`src/rtl/bstk_pkg.sv`:
```
// Shared constants and types for the byte stack with value purge.
// No dependencies; every other rtl file imports this package.
package bstk_pkg;

   localparam int Depth = 1024;
   localparam int AddrW = $clog2(Depth);
   localparam int CntW  = 11;

   typedef logic [1:0]      cmd_type;
   typedef logic [1:0]      status_type;
   typedef logic [7:0]      byte_type;
   typedef logic [AddrW-1:0] addr_type;
   typedef logic [CntW-1:0]  count_type;

   localparam cmd_type CMD_PUSH  = 2'd0;
   localparam cmd_type CMD_POP   = 2'd1;
   localparam cmd_type CMD_PURGE = 2'd2;

   localparam status_type ST_OK    = 2'd0;
   localparam status_type ST_EMPTY = 2'd1;
   localparam status_type ST_FULL  = 2'd2;

   localparam count_type FullLevel = CntW'(Depth);

   // one access request to the stack memory
   typedef struct packed {
      logic     we;
      addr_type waddr;
      byte_type wdata;
      logic     re;
      addr_type raddr;
   } ram_req_type;

   // finished result offered by the sequencer
   typedef struct packed {
      logic       valid;
      byte_type   pop_value;
      status_type status;
      count_type  entry_count;
   } res_type;

endpackage

```
`src/rtl/bstk_seq.sv`:
```
// Command sequencer: drives the stack memory, walks it for a purge and
// compacts in place through one shared compare. Depends on bstk_pkg.
module bstk_seq (
   input  logic                  clock,
   input  logic                  reset,
   input  logic                  req_valid,
   output logic                  req_ready,
   input  bstk_pkg::cmd_type     req_cmd,
   input  bstk_pkg::byte_type    req_value,
   output bstk_pkg::ram_req_type ram_req,
   input  bstk_pkg::byte_type    ram_rdata,
   output bstk_pkg::res_type     res,
   input  logic                  res_take
);
   import bstk_pkg::*;

   typedef enum logic [3:0] {
      S_IDLE     = 4'b0001,
      S_POP_WAIT = 4'b0010,
      S_SCAN     = 4'b0100,
      S_RESULT   = 4'b1000
   } state_type;

   state_type  state_ff,  state_in;
   count_type  fill_ff,   fill_in;
   count_type  rd_ff,     rd_in;
   count_type  wr_ff,     wr_in;
   logic       pend_ff,   pend_in;
   byte_type   victim_ff, victim_in;
   byte_type   pop_ff,    pop_in;
   status_type status_ff, status_in;

   count_type fill_dec;
   logic      keep;

   assign fill_dec = fill_ff - count_type'(1);
   // shared compare: does the word just read survive the purge
   assign keep     = (ram_rdata != victim_ff);

   always_comb begin
      state_in  = state_ff;
      fill_in   = fill_ff;
      rd_in     = rd_ff;
      wr_in     = wr_ff;
      pend_in   = pend_ff;
      victim_in = victim_ff;
      pop_in    = pop_ff;
      status_in = status_ff;
      ram_req   = '0;

      unique case (state_ff)
         S_IDLE: begin
            if (req_valid) begin
               pop_in    = '0;
               status_in = ST_OK;
               state_in  = S_RESULT;
               case (req_cmd)
                  CMD_PUSH: begin
                     if (fill_ff == FullLevel) begin
                        status_in = ST_FULL;
                     end else begin
                        ram_req.we    = 1'b1;
                        ram_req.waddr = fill_ff[AddrW-1:0];
                        ram_req.wdata = req_value;
                        fill_in       = fill_ff + count_type'(1);
                     end
                  end
                  CMD_POP: begin
                     if (fill_ff == '0) begin
                        status_in = ST_EMPTY;
                     end else begin
                        ram_req.re    = 1'b1;
                        ram_req.raddr = fill_dec[AddrW-1:0];
                        fill_in       = fill_dec;
                        state_in      = S_POP_WAIT;
                     end
                  end
                  CMD_PURGE: begin
                     victim_in = req_value;
                     rd_in     = '0;
                     wr_in     = '0;
                     pend_in   = 1'b0;
                     state_in  = S_SCAN;
                  end
                  default: begin
                     state_in = S_RESULT;
                  end
               endcase
            end
         end
         S_POP_WAIT: begin
            pop_in   = ram_rdata;
            state_in = S_RESULT;
         end
         S_SCAN: begin
            // issue next read, compare the previous one
            if (rd_ff != fill_ff) begin
               ram_req.re    = 1'b1;
               ram_req.raddr = rd_ff[AddrW-1:0];
               rd_in         = rd_ff + count_type'(1);
               pend_in       = 1'b1;
            end else begin
               pend_in = 1'b0;
            end
            if (pend_ff && keep) begin
               ram_req.we    = 1'b1;
               ram_req.waddr = wr_ff[AddrW-1:0];
               ram_req.wdata = ram_rdata;
               wr_in         = wr_ff + count_type'(1);
            end
            if (rd_ff == fill_ff && !pend_ff) begin
               fill_in  = wr_ff;
               state_in = S_RESULT;
            end
         end
         S_RESULT: begin
            if (res_take) begin
               state_in = S_IDLE;
            end
         end
         default: begin
            state_in = S_IDLE;
         end
      endcase
   end

   always_ff @(posedge clock) begin
      if (reset) begin
         state_ff <= S_IDLE;
         fill_ff  <= '0;
         pend_ff  <= 1'b0;
      end else begin
         state_ff <= state_in;
         fill_ff  <= fill_in;
         pend_ff  <= pend_in;
      end
      rd_ff     <= rd_in;
      wr_ff     <= wr_in;
      victim_ff <= victim_in;
      pop_ff    <= pop_in;
      status_ff <= status_in;
   end

   assign req_ready       = (state_ff == S_IDLE);
   assign res.valid       = (state_ff == S_RESULT);
   assign res.pop_value   = pop_ff;
   assign res.status      = status_ff;
   assign res.entry_count = fill_ff;
endmodule

```
`config.mk`:
```
export PLATFORM = sky130hd
export DESIGN_NAME = bstk_seq
export DESIGN_NICKNAME = d
export VERILOG_FILES = /design/src/rtl/bstk_pkg.sv /design/src/rtl/bstk_seq.sv
export SDC_FILE = /design/constraint.sdc
export NUM_CORES = 1
export LEC_CHECK = 0
export ABC_AREA = 1
export BUFFER_PORTS_ARGS = -buffer_cell sky130_fd_sc_hd__buf_2
export CAP_MARGIN = 30
export CORE_UTILIZATION = 50
export DETAILED_ROUTE_END_ITERATION = 12
export GPL_TIMING_DRIVEN = 0
export PLACE_DENSITY = 0.74
export SLEW_MARGIN = 20
export SYNTH_ARGS = -nofsm -noshare
export SYNTH_HDL_FRONTEND = slang
export SYNTH_SLANG_ARGS = --single-unit
```
`constraint.sdc`:
```
create_clock -name clock -period 5.16 [get_ports clock]
set_input_delay 1.548 -clock clock [delete_from_list [all_inputs] [get_ports clock]]
set_output_delay 1.548 -clock clock [all_outputs]
set_load 0.05 [all_outputs]
```
==> results.toml <==
[cts]
root_buffer = "clkbuf_8"
cts_made_buffers = 5
insertion_delay_ns = 0.32
clockBufferDepth = 2
htree_levels = 2
cts_tree = "yes"
ctsHoldBuffers = 0
path_clk_slew_ns = 0.11
post_cts_buffers = 0
cts_resized = 0
cts_sinks = 56

[routing]
ant_nets = 0
drc = 0
first_pass_iters = 5
wire_per_inst_microns = 14.6
post_drt_via_cell_ratio = 5.32
drt_iter0_markers = 322
routed_wl_mm = 10.5
vias = 3817

[synth]
yosys.area.top_type = "edfxtp_1"
synth_cell_types = 34
synthAdderAreaFrac_pct = 1.63
yosysSeqAreaShare_pct = 39.6
ys.flop_type = "edfxtp_1"
yosysMostFrequentCell = "nand2_1"
synth.area.mux_share_pct = 0
synth_top_area_share_pct = 31.2
syn_area_sq_um = 3850
ys_ff_latch = 56
ys_top_cells_by_area = "edfxtp_1, nand2_1, dfxtp_1, nor2_1, nand3_1"
syn_nets = 563
synth-simple-area-share_pct = 36.5
synth-xor-area-share_pct = 4.78
synth_commonest_cells = "nand2_1, nor2_1, inv_1"
synth_top_family_by_area = "simple AND/OR/NAND/NOR gates"
synth_compound_area_share_pct = 8.49
synth-async-reset-ratio_pct = 0
yosysWarningCount = 0
avgSynthCellArea_sq_um = 7.18
synth_edf_count = 40
syn_inst = 536

[timing]
timing.hold.ws_ns = 0.651
slew-limit-headroom_pct = 53.7
tightestPinTransition_ns = 0.692
period_needed_ns = 4.86
fin_crit_sh_pct = 94.2
max_freq_mhz = 206
final-setup-viol-count = 0
setup_tns_ns = 0
report.final.slew_viol_count = 0
rsz0062_at_grt = "false"
clock_skew_ns = 0.00605
hold_violations = 0

[floorplan]
rows = 31
coreArea_sq_um = 7330
fp.dieArea_sq_um = 8050
die_w_microns = 89.7
die_height_microns = 89.7
io_pins = 75
start_util_pct = 52.5

[grt]
antenna_found_initial = 0
gr-total-overflow = 0
grt_use_total_pct = 26.4
grt_max_degree = 19
grt_pass1_wl_mm = 17.0
grt_pass1_vias = 3513

[job]
max_cap_viol_count = 0

[final_layout]
syn_to_final_growth_pct = 16.0
num_antenna_cells = 0
nNetsFinal = 645
instances_no_fill = 718
drive_gt1_share_pct = 20.2

[worst_setup_path]
cp.required_ns = 3.61
cpLargestDelayFamily = "simple AND/OR/NAND/NOR gates"
crit_path_max_fanout = 9
crit_path_max_incr_delay_ns = 0.39
cp_slowest_cell = "o21ai_0"
crit_path_start_kind = "primary input"
crit_arrival_ns = 3.31
end_kind = "primary output"
critPathBufInv = 2
worstPathCellList = "buf_2 > nor2_2 > nand2_1 > nor2_1 > nand2_1 > o21ai_0 > buf_2"
path_class = "in -> out"

[pwr]
power-per-cell-area_nw_per_um2 = 557
power_frac_clock_pct = 12.4
p_sw_mw = 1.30
swShare_pct = 52.3
power.internal_mw = 1.19
pwr-share-seq_pct = 29.0
combPwrFrac_pct = 58.6
leakage_nw = 2.12
peakVddDrop_mv = 0.188
finalPower_mw = 2.48

[placement]
place.gp.congestion = 0.951
dp_hpwl_mm = 8.24
placement.io_buffers = 74
dp.cells = 710

[status]
status = "finished, final reports clean"

[worst_hold_path]
hold_class = "reg -> reg"
[tightest hold or removal path, stage by stage (launching register included)]
cell     delay [ns]
dfxtp_1        0.33
buf_6          0.14
nor2_1         0.10
nor2_1         0.05
[logic make-up after synthesis]
kind of cell | count (synthesis)
simple gates | 315
flops | 56
compound gates | 61
xor+xnor | 21
fa+ha+maj | 5
buf+inv | 78
[stage by stage]
| stage | util (%) | cell area (sq um) | worst slack [ns] |
|---|---|---|---|
| 2_1_floorplan | - | 3850 | 0.347 |
| 3_3_place_gp | 59.2 | 4340 | 0.423 |
| 3_5_place_dp | 59.3 | 4350 | 0.401 |
| 4_1_cts | 60.9 | 4460 | 0.388 |
| 5_1_grt | 60.9 | 4460 | 0.275 |
| 6_report | 60.9 | 4460 | 0.298 |
[area by class of cell]
cell class                      count  area (sq um)
Fill cell                         700          2870
Multi-Input combinational cell    402          1980
Sequential cell                    56          1520
Timing Repair Buffer               75           378
Inverter                           57           214
Buffer                             21           133
Tap cell                           99           124
Clock buffer                        5          68.8
Clock inverter                      3          46.3
[path summary, 6_finish.rpt]
check	start	end	slack [ns]	depth (start not counted)
worst max register to register	state_ff[2]	rd_ff[7]	2.86	7
worst min register to register	fill_ff[3]	fill_ff[3]	0.65	3
worst max-delay path	req_cmd[1]	ram_req[0]	0.30	7
worst min-delay path	fill_ff[3]	fill_ff[3]	0.65	3
[power by group through the flow]
stage | clock network (mW) | registers (mW) | logic (mW)
finish | 0.307 | 0.721 | 1.46
global route | 0.326 | 0.737 | 1.60
CTS | 0.310 | 0.719 | 1.45
detailed placement | 0 | 0.729 | 1.44
global placement | 0 | 0.725 | 1.42
floorplan | 0 | 0.905 | 0.946
[flip-flops by register name, indices dropped and copies added, names as in the netlist]
register	cells
fill_ff	11
pend_ff	1
pop_ff	8
rd_ff	11
state_ff	4
status_ff	2
victim_ff	8
wr_ff	11
[layer usage]
metal,up-vias,track usage [%],wire [microns]
met3,21,3.30,578
li1,1903,-,-
met5,-,0,0
met2,124,42.2,4910
met4,0,10.4,250
met1,1769,36.6,4720
[placed cells by master, fill, tap and decap left out]
master and n:
a21oi_1 14, a31oi_1 2, and2_1 1, and3_1 1, buf_2 84, buf_4 2
buf_6 5, bufinv_16 1, clkbuf_1 5, clkbuf_8 5, clkinv_1 1, clkinv_2 1
dfxtp_1 16, edfxtp_1 40, ha_1 5, inv_1 47, inv_2 9, inv_8 1
nand2_1 154, nand2_2 1, nand2_4 1, nand3_1 36, nand3_4 2, nand4_1 15
nor2_1 75, nor2_2 8, nor2_4 4, nor2_8 1, nor3_1 10, nor3b_1 3
nor4_1 3, o21a_1 2, o21ai_0 35, o21bai_1 2, o22ai_1 5, o31ai_1 1
xnor2_1 8, xor2_1 13
Note: power is estimated with default switching activity, not from simulation.
